===== config.mk =====
export PLATFORM = sky130hd
export DESIGN_NAME = lbim_axis
export DESIGN_NICKNAME = d
export VERILOG_FILES = /design/src/design/lbim_pkg.sv /design/src/design/lbim_axis.sv
export SDC_FILE = /design/constraint.sdc
export NUM_CORES = 1
export LEC_CHECK = 0
export ABC_AREA = 1
export BUFFER_PORTS_ARGS = -buffer_cell sky130_fd_sc_hd__buf_2
export CAP_MARGIN = 10
export CORE_ASPECT_RATIO = 2
export CORE_UTILIZATION = 40
export DETAILED_ROUTE_END_ITERATION = 16
export PLACE_DENSITY = 0.58
export SETUP_SLACK_MARGIN = 0.2
export SLEW_MARGIN = 20
export SYNTH_ARGS = -nofsm -noshare
export SYNTH_HDL_FRONTEND = slang
export SYNTH_SLANG_ARGS = --single-unit

===== constraint.sdc =====
create_clock -name vclk -period 16.3
set_clock_uncertainty 0.1 [all_clocks]
set_input_delay 2.445 -clock vclk [all_inputs]
set_output_delay 2.445 -clock vclk [all_outputs]
set_load 0.01 [all_outputs]

===== src/design/lbim_pkg.sv =====
`timescale 1ns / 1ps
// ----------------------------------------------------------------------------
// Letterbox inverse mapper package
// Field widths, register indexes, reset values and default parameters shared
// by the mapper's modules.
// ----------------------------------------------------------------------------
package lbim_pkg;

  // Default fixed-point formats.
  localparam int unsigned COORD_FRAC_BITS_DEF = 4;
  localparam int unsigned SCALE_FRAC_BITS_DEF = 16;

  // Register widths.
  localparam int unsigned PAD_W   = 16;
  localparam int unsigned SCALE_W = 20;
  localparam int unsigned PIX_W   = 13;

  // Configuration port.
  localparam int unsigned CFG_IDX_W  = 3;
  localparam int unsigned CFG_DATA_W = 20;

  // Payload widths.
  localparam int unsigned IN_C_W  = 18;
  localparam int unsigned IN_E_W  = 17;
  localparam int unsigned OUT_W   = 17;
  // Far corner: signed coordinate plus unsigned extent.
  localparam int unsigned CORNER_W = IN_C_W + 1;

  // Register indexes.
  localparam logic [CFG_IDX_W-1:0] REG_PAD_LEFT      = 3'd0;
  localparam logic [CFG_IDX_W-1:0] REG_PAD_TOP       = 3'd1;
  localparam logic [CFG_IDX_W-1:0] REG_INVERSE_SCALE = 3'd2;
  localparam logic [CFG_IDX_W-1:0] REG_ROI_OFFSET_X  = 3'd3;
  localparam logic [CFG_IDX_W-1:0] REG_ROI_OFFSET_Y  = 3'd4;
  localparam logic [CFG_IDX_W-1:0] REG_FRAME_WIDTH   = 3'd5;
  localparam logic [CFG_IDX_W-1:0] REG_FRAME_HEIGHT  = 3'd6;

  // Register reset values.
  localparam logic [PAD_W-1:0]   PAD_RST    = 16'd0;
  localparam logic [SCALE_W-1:0] SCALE_RST  = 20'd65536;
  localparam logic [PIX_W-1:0]   OFFSET_RST = 13'd0;
  localparam logic [PIX_W-1:0]   WIDTH_RST  = 13'd1920;
  localparam logic [PIX_W-1:0]   HEIGHT_RST = 13'd1080;

  // Item kinds.
  localparam logic KIND_BOX   = 1'b0;
  localparam logic KIND_POINT = 1'b1;

endpackage


===== src/design/lbim_axis.sv =====
`timescale 1ns / 1ps
// ----------------------------------------------------------------------------
// Letterbox inverse mapper, one-corner axis unit
// Removes the padding, scales by the reciprocal, adds the crop offset and
// clamps the coordinate to 0 .. frame size.
// ----------------------------------------------------------------------------
module lbim_axis #(
  parameter int unsigned COORD_FRAC_BITS = lbim_pkg::COORD_FRAC_BITS_DEF,
  parameter int unsigned SCALE_FRAC_BITS = lbim_pkg::SCALE_FRAC_BITS_DEF,
  parameter int unsigned LIM_W           = lbim_pkg::PIX_W + COORD_FRAC_BITS
) (
  input  logic signed [lbim_pkg::CORNER_W-1:0] coord_i,
  input  logic        [lbim_pkg::PAD_W-1:0]    pad_i,
  input  logic        [lbim_pkg::SCALE_W-1:0]  scale_i,
  input  logic        [lbim_pkg::PIX_W-1:0]    offset_i,
  input  logic        [lbim_pkg::PIX_W-1:0]    size_i,
  output logic        [LIM_W-1:0]              coord_o
);

  // Difference, product and post-shift widths.
  localparam int unsigned D_W  = lbim_pkg::CORNER_W + 1;
  localparam int unsigned P_W  = D_W + lbim_pkg::SCALE_W + 1;
  localparam int unsigned SH_W = P_W - SCALE_FRAC_BITS;
  localparam int unsigned V_W  = ((SH_W > LIM_W + 1) ? SH_W : LIM_W + 1) + 1;

  logic signed [D_W-1:0]   diff;
  logic signed [P_W-1:0]   prod;
  logic signed [SH_W-1:0]  shifted;
  logic        [V_W-1:0]   off_ext;
  logic signed [V_W-1:0]   val;
  logic        [LIM_W-1:0] limit;

  // Padding removal.
  assign diff = D_W'(coord_i) - $signed({1'b0, {(D_W - lbim_pkg::PAD_W - 1){1'b0}}, pad_i});

  // Reciprocal scale multiply; the arithmetic shift floors toward minus infinity.
  assign prod    = P_W'(diff) * $signed({{(P_W - lbim_pkg::SCALE_W){1'b0}}, scale_i});
  assign shifted = prod[P_W-1:SCALE_FRAC_BITS];

  // Crop offset, in the coordinate's fixed-point format.
  assign off_ext = V_W'(offset_i) << COORD_FRAC_BITS;
  assign val     = V_W'(shifted) + $signed(off_ext);

  // Clamp to the frame.
  assign limit = LIM_W'(size_i) << COORD_FRAC_BITS;

  always_comb begin
    if (val[V_W-1]) begin
      coord_o = '0;
    end else if ($unsigned(val) > V_W'(limit)) begin
      coord_o = limit;
    end else begin
      coord_o = val[LIM_W-1:0];
    end
  end

endmodule


* Word level (Yosys, flattened, before mapping)
Index checks and enable logic that the tools add are counted.
** Word-level totals
- Register bits after elaboration :: 0
- Input bits :: 81
- Output and inout bits :: 17
- Word-level logic and storage cells :: 6
** Operators by class
- Add/sub/neg operators :: 2
- $mul :: 1
- Order comparisons :: 1
- Mux-type cells :: 2
** Operators with widths (number)
- 20-bit by 21-bit multiplier with 41-bit output :: 1
- 17-bit 2-to-1 mux :: 2
- 25-bit by 18-bit adder with 26-bit output :: 1
- 26-bit by 17-bit greater-than comparator with 1-bit output :: 1
- 19-bit by 17-bit subtractor with 20-bit output :: 1

* Longest topological paths before layout
- Depth in word-level cells :: 6
- Depth in mapped cells :: 71
- Gate-level depth less buffers :: 69

* Worst setup path after synthesis
OpenSTA, ideal clock, no wires.
- Kind :: input port to output port
- Start :: input coord_i[0] (netlist bit)
- End :: output coord_o[16]
- Arrival time :: 12.531 ns
- Data required time :: 13.755 ns
- Slack :: 1.224 ns
- Stages on the path :: 66
- Buffers on the path :: 2
- Cell sequence :: inv_1 > ha_1 > inv_1 > fa_1 > nand3_1 > nand3_1 > nand2_1 > nand2_1 > nand2_1 > nand2_1 > nand2_1 > nand2_1 > a21oi_1 > or2_1 > nand2_1 > a21oi_1 > inv_1 > or2_2 > [30 not listed] > ha_1 > nand2_1 > nor2_1 > nand4_1 > nor4_1 > nand4_1 > nor2_1 > nand2_1 > nand2_1 > nand3_1 > nor2_1 > nand2_1 > nor2_1 > nand3_2 > buf_6 > nand2_1 > nand2_1 > nor2_1
** Between the ends
- Word-level cells in the longest chain between the ends :: 6
** Ends and longest elaborated chain
- start: declaration :: RTL line lbim_axis.sv:12 : input logic signed [lbim_pkg::CORNER_W-1:0] coord_i,
- 19-bit by 17-bit subtractor with 20-bit output * :: RTL line lbim_axis.sv:34 : assign diff = D_W'(coord_i) - $signed({1'b0, {(D_W - lbim_pkg::PAD_W - 1){1'b0}}, pad_i});
- 20-bit by 21-bit multiplier with 41-bit output * :: RTL line lbim_axis.sv:37 : assign prod = P_W'(diff) * $signed({{(P_W - lbim_pkg::SCALE_W){1'b0}}, scale_i});
- 25-bit by 18-bit adder with 26-bit output * :: RTL line lbim_axis.sv:42 : assign val = V_W'(shifted) + $signed(off_ext);
- 26-bit by 17-bit greater-than comparator with 1-bit output :: RTL line lbim_axis.sv:50 : end else if ($unsigned(val) > V_W'(limit)) begin
- 17-bit 2-to-1 mux :: RTL line lbim_axis.sv:50
- 17-bit 2-to-1 mux * :: RTL line lbim_axis.sv:48 : if (val[V_W-1]) begin
- end: declaration :: RTL line lbim_axis.sv:17 : output logic [LIM_W-1:0] coord_o
Every way passes the cells marked *; elsewhere a longest branch is shown, timed or not.

* Final worst setup path
- Start :: input coord_i[0] (netlist bit)
- End :: output coord_o[11]
The elaborated chain is that of the path after synthesis.

==> qor.csv <==
metric,value,unit
status,"finished, final reports clean",
CP Max Fanout,8,
Yosys warnings,0,
fin area,18270,µm²
critical path type,primary input to output port,
slew margin rel.,0.4986,
crit path from,coord_i[0],
worst slew pin tran,0.7468,ns
Chip Width,143.7,µm
routed length per instance,21.32,µm
vias in the first global route,16562,
initial core utilization,0.4061,
Setup crit start kind,primary input,
"commonest non-fill, non-tap cells in the layout","503 x inv_1, 460 x nand2_1, 315 x fa_1",
largest net degree at the start of global routing,31,
Final Hold Vio Count,0,
PortBufs,98,
HPWL after DPL,52.14,mm
Clock Buffer Count,0,
final net count,2939,
"antenna viol nets, final",0,
dpl cell area,17470,µm²
Die H,285.4,µm
sequential area share after synthesis,0,
Netlist Area Pre-Place,16070,µm²
Max Fclk,63.10,MHz
Total GRT Usage,0.3067,
syn_area_per_cell,7.334,µm²
Mapped Cells,2191,
max_cap viols,0,
slowest CP cell,fa_1,
Hold Buf Count CTS,0,
"most common cell after layout, fill and taps aside",inv_1,
antenna violations before repair,4,
layout cells sized above 1,0.1483,
most frequent CP cell,nand2_2,
type of the most critical hold path,primary input to output port,
Worst Setup EP,coord_o[11],
via count,14930,
RSZ-0062 raised after global routing,true,
fin crit share,0.9722,
DRT iter0 DRCs,662,
CP required,13.76,ns
num ports,98,
Placeable Area,39560,µm²
Synth-to-Final Area Change,13.72,%
DRT Pass-1 Iters,7,
Pins Over Slew Limit,0,
synthesized net count,2809,
post-DR vias/cell,5.244,
unique cell type count in the Yosys netlist,40,
Worst Path Arrival,13.30,ns
GPL Wtd Cong,1.017,
Tmin final,15.85,ns
slowest cell delay on critical path,0.59,ns
register area,0,µm²
num sequential,0,
die area,41020,µm²
crit end category,output port,
Layout Cells excl Fill,2847,
drt total wl,60.69,mm
Post-route DRC,0,
global-route wire length before repair,91.18,mm
final setup violation count,0,
grt ovf,0,
Inst Count DP,2823,
# rows,103,
## critical path, delay by kind of cell
kind            cells  cell delay (ns)
simple gates       36             3.61
fa+ha+maj          12             4.60
buf+inv            16             1.50
compound gates      6             0.85
xor+xnor            2             0.26
## worst min-delay path by stage
stage,startpoint,end,cells past startpoint
after global placement,size_i[0],coord_o[4],6
after floorplan,size_i[0],coord_o[4],4
after CTS,size_i[0],coord_o[4],6
after global routing,size_i[0],coord_o[4],6
final,size_i[0],coord_o[4],6
after detailed placement,size_i[8],coord_o[12],6
## per-layer routing
layer | share of wire | up-vias | global-route usage
met4 | 0.13 | 2 | 0.3005
met2 | 0.53 | 597 | 0.5775
met1 | 0.30 | 7286 | 0.2727
li1 | - | 6762 | -
met5 | 0.00021 | - | 0
met3 | 0.044 | 283 | 0.03180
## logic make-up (layout without fill, tap and decap cells)
kind of cell | count (synthesis) | in the layout | share of synthesized area
AOI/OAI and AO/OA | 144 | 144 | 0.04843
other | 0 | 3 | 0
buffers and inverters | 585 | 713 | 0.1383
xor gates and xnor gates | 32 | 32 | 0.01744
adders and majority gates | 537 | 537 | 0.5686
and+or+nand+nor | 893 | 893 | 0.2272
## metrics by stage
step / setup WS (ns) / hold WS (ns) / utilization / setup TNS [ns]
finish: 0.4524 / 5.199 / 0.4618 / 0
global route: -0.08071 / 5.231 / 0.4617 / -1.024
CTS: 0.2356 / 5.201 / 0.4421 / 0
detailed placement: -0.06492 / 5.198 / 0.4416 / -0.5609
global placement: -0.05401 / 5.179 / 0.4416 / -0.2640
floorplan: 1.224 / 4.959 / - / 0
## what timing repair did
item | in CTS | in global routing
gates resized for setup | 5 | 153
setup buffers | 1 | 17
endpoints found under the setup margin | 17 | 17
endpoints found under the hold margin | 0 | 0
cloned | 0 | 3
pin swaps | 3 | 50
## cell type report
cell class	instances	area, µm²
fill	4093	21290
multi-input combinational	1606	14410
inverter	534	2028
timing repair buffer	179	1172
tap	525	656.9
antenna	3	7.507
## cells in the mapped netlist, drive strengths merged
cell / n / share of area
a21boi: 2 / 0.00093
a21o: 6 / 0.0028
a21oi: 81 / 0.025
a31oi: 4 / 0.0016
and2: 1 / 0.00039
buf: 8 / 0.0035
clkbuf: 43 / 0.010
clkinv: 17 / 0.0040
fa: 322 / 0.40
ha: 215 / 0.17
inv: 517 / 0.12
nand2: 507 / 0.12
nand3: 71 / 0.023
nand3b: 2 / 0.00093
nand4: 14 / 0.0055
nor2: 275 / 0.066
nor3: 5 / 0.0016
nor4: 4 / 0.0019
o2111ai: 3 / 0.0016
o211ai: 2 / 0.00093
o21a: 3 / 0.0014
o21ai: 41 / 0.013
o21bai: 2 / 0.00093
or2: 14 / 0.0055
xnor2: 16 / 0.0087
xor2: 16 / 0.0087
Power is left out: the tool's default activity adds up to more than one toggle a clock period on the data nets, which glitch-free logic cannot reach.
